$ cat src/sv/sckst_pkg.sv
// ----------------------------------------------------------------------------
// sckst_pkg
// Types, codes and constants shared by the key state tracker files.
// ----------------------------------------------------------------------------
package sckst_pkg;

  localparam int KEY_COUNT_DEF = 96;

  localparam int FUNC_W = 2;
  localparam int BYTE_W = 8;
  localparam int KS_W   = 2;
  localparam int ENT_W  = 2;

  localparam int BREAK_BIT = 7;
  localparam logic [BYTE_W-1:0] CODE_MASK = 8'h7F;
  localparam logic [BYTE_W-1:0] PFX_NONE  = 8'h00;
  localparam logic [BYTE_W-1:0] PFX_EXT   = 8'hE0;
  localparam logic [BYTE_W-1:0] PFX_SKIP1 = 8'hE1;
  localparam logic [BYTE_W-1:0] PFX_SKIP2 = 8'hE2;

  // item selector on the input channel
  localparam logic [FUNC_W-1:0] FUNC_SCAN  = 2'd0;
  localparam logic [FUNC_W-1:0] FUNC_QUERY = 2'd1;
  localparam logic [FUNC_W-1:0] FUNC_TICK  = 2'd2;
  // unused selector, changes nothing
  localparam logic [FUNC_W-1:0] FUNC_RSVD  = 2'd3;

  typedef enum logic [KS_W-1:0] {
    KS_UP       = 2'd0,
    KS_DOWN     = 2'd1,
    KS_PRESSED  = 2'd2,
    KS_RELEASED = 2'd3
  } key_state_t;

  // decoded work for the table stage
  typedef enum logic [1:0] {
    OP_NONE  = 2'd0,
    OP_KEY   = 2'd1,
    OP_QUERY = 2'd2,
    OP_TICK  = 2'd3
  } op_t;

  typedef struct packed {
    logic down;
    logic seen;
  } key_ent_t;

endpackage

$ cat src/sv/sckst_if.sv
// ----------------------------------------------------------------------------
// sckst channel interfaces
// Valid/ready channels for input items and result items.
// ----------------------------------------------------------------------------
interface sckst_in_if;
  logic                            valid;
  logic                            ready;
  logic [sckst_pkg::FUNC_W-1:0]    func;
  logic [sckst_pkg::BYTE_W-1:0]    raw_byte;
  logic                            ext_table;
  logic [sckst_pkg::BYTE_W-1:0]    key_index;

  modport source (output valid, output func, output raw_byte, output ext_table,
                  output key_index, input ready);
  modport sink (input valid, input func, input raw_byte, input ext_table,
                input key_index, output ready);
endinterface

interface sckst_out_if;
  logic                          valid;
  logic                          ready;
  logic [sckst_pkg::KS_W-1:0]    key_state;
  logic                          any_changed;

  modport source (output valid, output key_state, output any_changed, input ready);
  modport sink (input valid, input key_state, input any_changed, output ready);
endinterface

$ cat src/sv/sckst_ram.sv
// ----------------------------------------------------------------------------
// sckst_ram
// Generic single-write, single-read RAM with registered read data.
// ----------------------------------------------------------------------------
module sckst_ram #(
  parameter int WIDTH = sckst_pkg::ENT_W,
  parameter int DEPTH = 2 * sckst_pkg::KEY_COUNT_DEF
) (
  input  logic                     clk,
  input  logic                     we,
  input  logic [$clog2(DEPTH)-1:0] waddr,
  input  logic [WIDTH-1:0]         wdata,
  input  logic                     re,
  input  logic [$clog2(DEPTH)-1:0] raddr,
  output logic [WIDTH-1:0]         rdata
);

  logic [WIDTH-1:0] mem_r [DEPTH];
  logic [WIDTH-1:0] rdata_r;

  always_ff @(posedge clk) begin
    if (we) begin
      mem_r[waddr] <= wdata;
    end
    if (re) begin
      rdata_r <= mem_r[raddr];
    end
  end

  assign rdata = rdata_r;

endmodule

$ cat src/sv/scancode_key_state_tracker_top.sv
// ----------------------------------------------------------------------------
// scancode_key_state_tracker_top
// Scancode set 1 key state tracker with key queries and a frame tick.
// ----------------------------------------------------------------------------
// Takes one transaction per clock while the output side is not stalled, and
// returns exactly one result per input transaction, in order. The key table
// RAM read is registered on the accepting edge together with the decoded
// transaction, and the result register loads from them once the output side
// can take a result. The normal and extended tables share one RAM of
// 2*KEY_COUNT two-bit entries (down, seen) with one valid flop per entry, so
// reset is immediate and no clearing pass is needed. A table write from the
// previous transaction is forwarded to the next one, which keeps back-to-back
// updates of one key exact.
module scancode_key_state_tracker_top #(
  parameter int KEY_COUNT = sckst_pkg::KEY_COUNT_DEF
) (
  input logic         clk,
  input logic         rst_n,
  sckst_in_if.sink    in_chan,
  sckst_out_if.source out_chan
);

  localparam int DEPTH = 2 * KEY_COUNT;
  localparam int AW    = $clog2(DEPTH);

  // decode stage
  logic                         in_acc;
  logic                         s1_adv;
  logic                         s1_fire;
  logic [sckst_pkg::BYTE_W-1:0] prefix_r;
  logic [sckst_pkg::BYTE_W-1:0] prefix_nxt;
  sckst_pkg::op_t               op_nxt;
  logic                         ext_nxt;
  logic [sckst_pkg::BYTE_W-1:0] idx_nxt;
  logic                         make_nxt;
  logic [AW-1:0]                addr_nxt;
  logic [sckst_pkg::BYTE_W-1:0] code8;

  logic                         s1_vld_r;
  sckst_pkg::op_t               s1_op_r;
  logic [AW-1:0]                s1_addr_r;
  logic                         s1_make_r;

  // table stage
  logic [DEPTH-1:0]             tbl_vld_r;
  logic                         fwd_vld_r;
  logic [AW-1:0]                fwd_addr_r;
  sckst_pkg::key_ent_t          fwd_data_r;
  logic [sckst_pkg::ENT_W-1:0]  ram_rdata;
  sckst_pkg::key_ent_t          cur;
  sckst_pkg::key_ent_t          ent_nxt;
  logic                         upd;
  logic                         tbl_we;
  logic                         any_r;
  logic                         any_nxt;
  sckst_pkg::key_state_t        ks;

  logic                         out_vld_r;
  sckst_pkg::key_state_t        out_ks_r;
  logic                         out_any_r;

  assign s1_adv        = !out_vld_r || out_chan.ready;
  assign s1_fire       = s1_vld_r && s1_adv;
  assign in_chan.ready = !s1_vld_r || s1_adv;
  assign in_acc        = in_chan.valid && in_chan.ready;

  assign code8 = in_chan.raw_byte & sckst_pkg::CODE_MASK;

  // prefix tracking and table address, resolved when the transaction enters
  always_comb begin
    prefix_nxt = prefix_r;
    op_nxt     = sckst_pkg::OP_NONE;
    ext_nxt    = 1'b0;
    idx_nxt    = code8;
    make_nxt   = !in_chan.raw_byte[sckst_pkg::BREAK_BIT];
    unique case (in_chan.func)
      sckst_pkg::FUNC_SCAN: begin
        if (prefix_r == sckst_pkg::PFX_EXT) begin
          prefix_nxt = sckst_pkg::PFX_NONE;
          ext_nxt    = 1'b1;
          if (code8 < sckst_pkg::BYTE_W'(KEY_COUNT)) begin
            op_nxt = sckst_pkg::OP_KEY;
          end
        end else if (prefix_r == sckst_pkg::PFX_SKIP1 ||
                     prefix_r == sckst_pkg::PFX_SKIP2) begin
          prefix_nxt = sckst_pkg::PFX_NONE;
        end else if (in_chan.raw_byte >= sckst_pkg::PFX_EXT &&
                     in_chan.raw_byte <= sckst_pkg::PFX_SKIP2) begin
          prefix_nxt = in_chan.raw_byte;
        end else if (code8 < sckst_pkg::BYTE_W'(KEY_COUNT)) begin
          op_nxt = sckst_pkg::OP_KEY;
        end
      end
      sckst_pkg::FUNC_QUERY: begin
        ext_nxt = in_chan.ext_table;
        idx_nxt = in_chan.key_index;
        // out-of-range query answers up and touches nothing
        if (in_chan.key_index < sckst_pkg::BYTE_W'(KEY_COUNT)) begin
          op_nxt = sckst_pkg::OP_QUERY;
        end
      end
      sckst_pkg::FUNC_TICK: begin
        op_nxt = sckst_pkg::OP_TICK;
      end
      default: begin
        op_nxt = sckst_pkg::OP_NONE;
      end
    endcase
    addr_nxt = ext_nxt ? (AW'(KEY_COUNT) + AW'(idx_nxt)) : AW'(idx_nxt);
  end

  always_ff @(posedge clk) begin
    if (!rst_n) begin
      s1_vld_r <= 1'b0;
      prefix_r <= sckst_pkg::PFX_NONE;
    end else begin
      if (in_acc) begin
        s1_vld_r <= 1'b1;
        prefix_r <= prefix_nxt;
      end else if (s1_fire) begin
        s1_vld_r <= 1'b0;
      end
    end
  end

  always_ff @(posedge clk) begin
    if (in_acc) begin
      s1_op_r   <= op_nxt;
      s1_addr_r <= addr_nxt;
      s1_make_r <= make_nxt;
    end
  end

  sckst_ram #(
    .WIDTH (sckst_pkg::ENT_W),
    .DEPTH (DEPTH)
  ) u_sckst_ram (
    .clk   (clk),
    .we    (tbl_we),
    .waddr (s1_addr_r),
    .wdata (ent_nxt),
    .re    (in_acc),
    .raddr (addr_nxt),
    .rdata (ram_rdata)
  );

  // RAM data misses a write made on the same edge as the read
  always_comb begin
    if (fwd_vld_r && fwd_addr_r == s1_addr_r) begin
      cur = fwd_data_r;
    end else if (tbl_vld_r[s1_addr_r]) begin
      cur = sckst_pkg::key_ent_t'(ram_rdata);
    end else begin
      cur = '0;
    end
  end

  always_comb begin
    ent_nxt = cur;
    any_nxt = any_r;
    ks      = sckst_pkg::KS_UP;
    upd     = 1'b0;
    unique case (s1_op_r)
      sckst_pkg::OP_KEY: begin
        if (cur.down != s1_make_r) begin
          ent_nxt.down = s1_make_r;
          ent_nxt.seen = 1'b0;
          any_nxt      = s1_make_r;
          upd          = 1'b1;
        end
      end
      sckst_pkg::OP_QUERY: begin
        if (cur.down) begin
          ks = cur.seen ? sckst_pkg::KS_DOWN : sckst_pkg::KS_PRESSED;
        end else begin
          ks = cur.seen ? sckst_pkg::KS_UP : sckst_pkg::KS_RELEASED;
        end
        ent_nxt.seen = 1'b1;
        upd          = 1'b1;
      end
      sckst_pkg::OP_TICK: begin
        any_nxt = 1'b0;
      end
      default: begin
        upd = 1'b0;
      end
    endcase
  end

  assign tbl_we = s1_fire && upd;

  always_ff @(posedge clk) begin
    if (!rst_n) begin
      tbl_vld_r <= '0;
      fwd_vld_r <= 1'b0;
      any_r     <= 1'b0;
      out_vld_r <= 1'b0;
    end else begin
      if (tbl_we) begin
        tbl_vld_r[s1_addr_r] <= 1'b1;
        fwd_vld_r            <= 1'b1;
      end
      if (s1_fire) begin
        any_r     <= any_nxt;
        out_vld_r <= 1'b1;
      end else if (out_chan.ready) begin
        out_vld_r <= 1'b0;
      end
    end
  end

  always_ff @(posedge clk) begin
    if (tbl_we) begin
      fwd_addr_r <= s1_addr_r;
      fwd_data_r <= ent_nxt;
    end
    if (s1_fire) begin
      out_ks_r  <= ks;
      out_any_r <= any_nxt;
    end
  end

  assign out_chan.valid       = out_vld_r;
  assign out_chan.key_state   = out_ks_r;
  assign out_chan.any_changed = out_any_r;

endmodule

$ cat src/flat_wrapper.sv
// flat-port wrapper written by rule: the top's interface ports become plain ports
module scancode_key_state_tracker_top_flat 
#(
  parameter int KEY_COUNT = sckst_pkg::KEY_COUNT_DEF
)
  (clk, rst_n, in_chan_valid, in_chan_func, in_chan_raw_byte, in_chan_ext_table, in_chan_key_index, in_chan_ready, out_chan_valid, out_chan_key_state, out_chan_any_changed, out_chan_ready);
  sckst_in_if in_chan_i ();
  sckst_out_if out_chan_i ();
  input logic clk;
  input logic rst_n;
  input wire logic [$bits(in_chan_i.valid)-1:0] in_chan_valid;
  input wire logic [$bits(in_chan_i.func)-1:0] in_chan_func;
  input wire logic [$bits(in_chan_i.raw_byte)-1:0] in_chan_raw_byte;
  input wire logic [$bits(in_chan_i.ext_table)-1:0] in_chan_ext_table;
  input wire logic [$bits(in_chan_i.key_index)-1:0] in_chan_key_index;
  output wire logic [$bits(in_chan_i.ready)-1:0] in_chan_ready;
  output wire logic [$bits(out_chan_i.valid)-1:0] out_chan_valid;
  output wire logic [$bits(out_chan_i.key_state)-1:0] out_chan_key_state;
  output wire logic [$bits(out_chan_i.any_changed)-1:0] out_chan_any_changed;
  input wire logic [$bits(out_chan_i.ready)-1:0] out_chan_ready;
  assign in_chan_i.valid = in_chan_valid;
  assign in_chan_i.func = in_chan_func;
  assign in_chan_i.raw_byte = in_chan_raw_byte;
  assign in_chan_i.ext_table = in_chan_ext_table;
  assign in_chan_i.key_index = in_chan_key_index;
  assign in_chan_ready = in_chan_i.ready;
  assign out_chan_valid = out_chan_i.valid;
  assign out_chan_key_state = out_chan_i.key_state;
  assign out_chan_any_changed = out_chan_i.any_changed;
  assign out_chan_i.ready = out_chan_ready;
  scancode_key_state_tracker_top #(.KEY_COUNT(KEY_COUNT)) u_core (.clk(clk), .rst_n(rst_n), .in_chan(in_chan_i), .out_chan(out_chan_i));
endmodule
$ cat config.mk
export PLATFORM = sky130hd
export DESIGN_NAME = scancode_key_state_tracker_top_flat
export DESIGN_NICKNAME = d
export VERILOG_FILES = /design/src/sv/sckst_pkg.sv /design/src/sv/sckst_if.sv /design/src/sv/sckst_ram.sv /design/src/sv/scancode_key_state_tracker_top.sv /design/src/flat_wrapper.sv
export SDC_FILE = /design/constraint.sdc
export NUM_CORES = 1
export LEC_CHECK = 0
export CAP_MARGIN = 40
export CELL_PAD_IN_SITES_DETAIL_PLACEMENT = 1
export CELL_PAD_IN_SITES_GLOBAL_PLACEMENT = 1
export CORE_ASPECT_RATIO = 0.6
export CORE_MARGIN = 1
export CORE_UTILIZATION = 51
export CTS_CLUSTER_DIAMETER = 40
export CTS_CLUSTER_SIZE = 25
export DETAILED_ROUTE_END_ITERATION = 12
export DONT_BUFFER_PORTS = 1
export PLACE_DENSITY = 0.81
export SYNTH_ARGS = -nofsm -noshare
export SYNTH_HDL_FRONTEND = slang
export SYNTH_SLANG_ARGS = --single-unit
export TNS_END_PERCENT = 50
$ cat constraint.sdc
create_clock -name clk -period 12.1 [get_ports clk]
set_input_delay 1.21 -clock clk [delete_from_list [all_inputs] [get_ports clk]]
set_output_delay 1.21 -clock clk [all_outputs]
set_load 0.05 [all_outputs]
==> summary.md <==
| Metric | Value |
|---|---|
| Fin crit share | 0.485 |
| Post-synthesis sequential area ratio | 0.630 |
| Gr usage total | 0.300 |
| Largest net degree at the start of global routing | 207 |
| Cell Chain, Critical Path | buf_4 > buf_4 > mux4_2 > mux2_2 > nand3_1 > nand4_1 > o21a_1 > o21ai_2 > nand2_1 > xnor2_1 > o221ai_4 > buf_4 > buf_16 > buf_4 |
| Io pins | 28 |
| Synth unique cells | 59 |
| Max-cap viol count | 0 |
| Crit path time final | 5.87 ns |
| Crit path max-delay family | buffers and inverters |
| GRT overflow | 0 |
| Syn Inst Count | 2449 |
| First-pass GRT wire length | 118 mm |
| WS Path Type | reg -> reg |
| Largest family of logic cells by synthesized area | simple AND/OR/NAND/NOR gates |
| Clock Path Buffers | 3 |
| Buffers added on ports | 0 |
| Critical Path RT | 12.36 ns |
| Final WL | 77.9 mm |
| Synthesized Nets | 2476 |
| Async SR Flop Fraction | 0 |
| Critical Path Start Type | register |
| Initial DRC count | 2234 |
| Hold Path Class | reg -> reg |
| Pwr dens | 157 nW/um^2 |
| Final net count | 2407 |
| GPL Wtd Cong | 0.858 |
| First-pass DRT Iterations | 7 |
| Final Max Slew Viols | 0 |
| Commonest non-fill, non-tap cell in the layout | nand2_1 |
| Vias post-DR | 19415 |
| Mean Syn Cell Area | 10.6 sq um |
| Reg clk slew, reported paths | 0.09 ns |
| Simple-gate portion of the synthesized area | 0.184 |
| Clk_lat worst skew | 0.62 ns |
| Most common cell type on the critical path | buf_4 |
| Chip width | 294 um |
| RSZ-0062 raised after global routing | false |
| CTS HTree Levels | 2 |
| Synth Area in Adders | 0.00231 |
| Hold Buf Count CTS | 0 |
| Static Leak | 9.50 nW |
| Number of buffers and inverters on the critical path | 5 |
| Post-CTS setup buffers | 0 |
| Area added between synthesis and finish | 9.92% |
| Commonest cells after routing, fill and taps aside | nand2_1 (684), edfxtp_1 (410), nor2_1 (212) |
| Yosys Warn Count | 0 |
| Resize count post-CTS | 0 |
| Worst hold margin | 0.452 ns |
| Status | finished, final reports clean |
| Synth Register Bits | 614 |
| Endpoint class of the critical path | register |
| Complex-gate fraction of the synthesized area | 0.0941 |
| Fmax | 170 MHz |
| EDFF count, synth | 410 |
| Antenna violations before repair | 5 |
| Relative slew slack | 0.344 |
| Clock sink count | 614 |
| Post-synthesis mux area share | 0.0525 |
| CORE AREA | 49900 sq um |
| Post-DP Area | 26800 sq um |
| Top FF cell, synth | edfxtp_1 |
| Hold depth | 2 |
| Fraction of layout cells with a size suffix above 1 | 0.0810 |
| Post-Synth XOR/XNOR Area | 0.00438 |
| Worst r2r path cells | 14 |
| Post-DP HPWL | 48.8 mm |
| Slowest stage delay, CP | 0.75 ns |
| Maximum VDD drop | 102 uV |
| Chip Height | 177 um |
| Hold Vio Cnt, Final | 0 |
| Routed vias/inst | 6.25 |
| Crit. path cell count | 14 |
| Peak fanout along the critical path | 92 |
| Clock tree root driver cell | clkbuf_16 |
| Final setup viols | 0 |
| Post-synthesis cell area | 26000 sq um |
| Setup_tns | 0 ns |
| Final Cell Area | 28600 sq um |
| Worst clock skew | 0.0333 ns |
| Drt drc | 0 |
| Vias in the first global route | 19667 |
| Worst Max-Slew Pin Slew | 0.956 ns |
| Starting Density | 0.521 |
| Full die area | 51900 sq um |
| # rows | 63 |
| Slowest CP cell | buf_4 |
| Routed len/inst | 25.1 um |
| ANT nets after route | 0 |
| CTS tree | done |
| Cts bufs inserted | 50 |
| Crit path DAT | 6.13 ns |
==> synth_stat cells (9+ instances only) <==
| cell type | n | share of area |
|---|---|---|
| nand2_1 | 684 | 0.099 |
| edfxtp_1 | 410 | 0.47 |
| nor2_1 | 212 | 0.031 |
| dfxtp_1 | 204 | 0.16 |
| nand3_1 | 152 | 0.029 |
| o21ai_1 | 128 | 0.025 |
| clkbuf_1 | 103 | 0.015 |
| mux2i_1 | 88 | 0.034 |
| o31ai_1 | 70 | 0.020 |
| a311oi_1 | 62 | 0.021 |
| buf_2 | 53 | 0.010 |
| and3_1 | 38 | 0.0091 |
| nor2b_1 | 23 | 0.0055 |
| a22oi_1 | 20 | 0.0058 |
| mux4_2 | 18 | 0.016 |
| inv_1 | 14 | 0.0020 |
| nor3_1 | 12 | 0.0023 |
| a31oi_1 | 11 | 0.0026 |
| a21oi_1 | 10 | 0.0019 |
| buf_1 | 10 | 0.0014 |
| nand4_1 | 9 | 0.0022 |
| o21ai_0 | 9 | 0.0017 |
==> state kept, by name (all words and copies together), names as in the netlist, 2 cells and up <==
| name | cells |
|---|---|
| u_core.fwd_addr_r | 8 |
| u_core.fwd_data_r | 2 |
| u_core.out_chan.key_state | 2 |
| u_core.prefix_r | 8 |
| u_core.s1_addr_r | 8 |
| u_core.s1_op_r | 2 |
| u_core.tbl_vld_r | 192 |
| u_core.u_sckst_ram.mem_r | 384 |
| u_core.u_sckst_ram.rdata | 2 |
==> layout make-up <==
cell class / count / area, sq um
multi-input combinational: 1641 / 8940
inverter: 18 / 72.6
tap: 682 / 853
timing repair buffer: 55 / 517
clock buffer: 55 / 1310
clock inverter: 38 / 500
antenna: 2 / 5.00
sequential: 614 / 16400
fill: 5237 / 21300
==> worst min-delay path: cells and delay by family (launching register included) <==
kind	cells	cell delay, ns
AO/OA/AOI/OAI	1	0.05
flip-flops	1	0.32
AND/OR/NAND/NOR	1	0.05
==> where the power goes <==
group | switching [mW] | internal (mW)
Sequential | 0.0120 | 2.28
Clock | 0.894 | 0.909
Combinational | 0.286 | 0.0997
Total | 1.19 | 3.29
==> per-stage QoR <==
stage	setup WS, ns	power, mW	utilization	cells
6_report	6.23	4.48	0.573	3105
2_1_floorplan	3.02	2.60	-	2449
3_5_place_dp	6.34	2.72	0.537	3010
3_3_place_gp	6.24	2.69	0.533	2999
4_1_cts	6.27	4.49	0.573	3103
5_1_grt	5.93	4.60	0.573	3103
==> final timing paths <==
| path | end | slack, ns | start |
|---|---|---|---|
| worst max-delay path | u_core.u_sckst_ram.mem_r[14][0] | 6.23 | u_core.s1_addr_r[0] |
| worst min-delay path | u_core.tbl_vld_r[60] | 0.45 | u_core.tbl_vld_r[60] |
| worst max register to register | u_core.u_sckst_ram.mem_r[14][0] | 6.23 | u_core.s1_addr_r[0] |
| worst min register to register | u_core.tbl_vld_r[60] | 0.45 | u_core.tbl_vld_r[60] |
==> metal layers <==
| layer | vias to the layer above | track usage | share of wire |
|---|---|---|---|
| li1 | 8592 | - | - |
| met1 | 9859 | 0.434 | 0.44 |
| met2 | 832 | 0.464 | 0.45 |
| met3 | 128 | 0.0610 | 0.092 |
| met4 | 4 | 0.0729 | 0.020 |
| met5 | - | 0 | 0.00021 |
==> logic make-up after synthesis <==
| group | Yosys count |
|---|---|
| mux | 113 |
| flops | 614 |
| fa+ha+maj | 5 |
| xor+xnor | 13 |
| simple gates | 1154 |
| buf+inv | 194 |
| compound gates | 356 |
(Power assumes the default switching activity.)
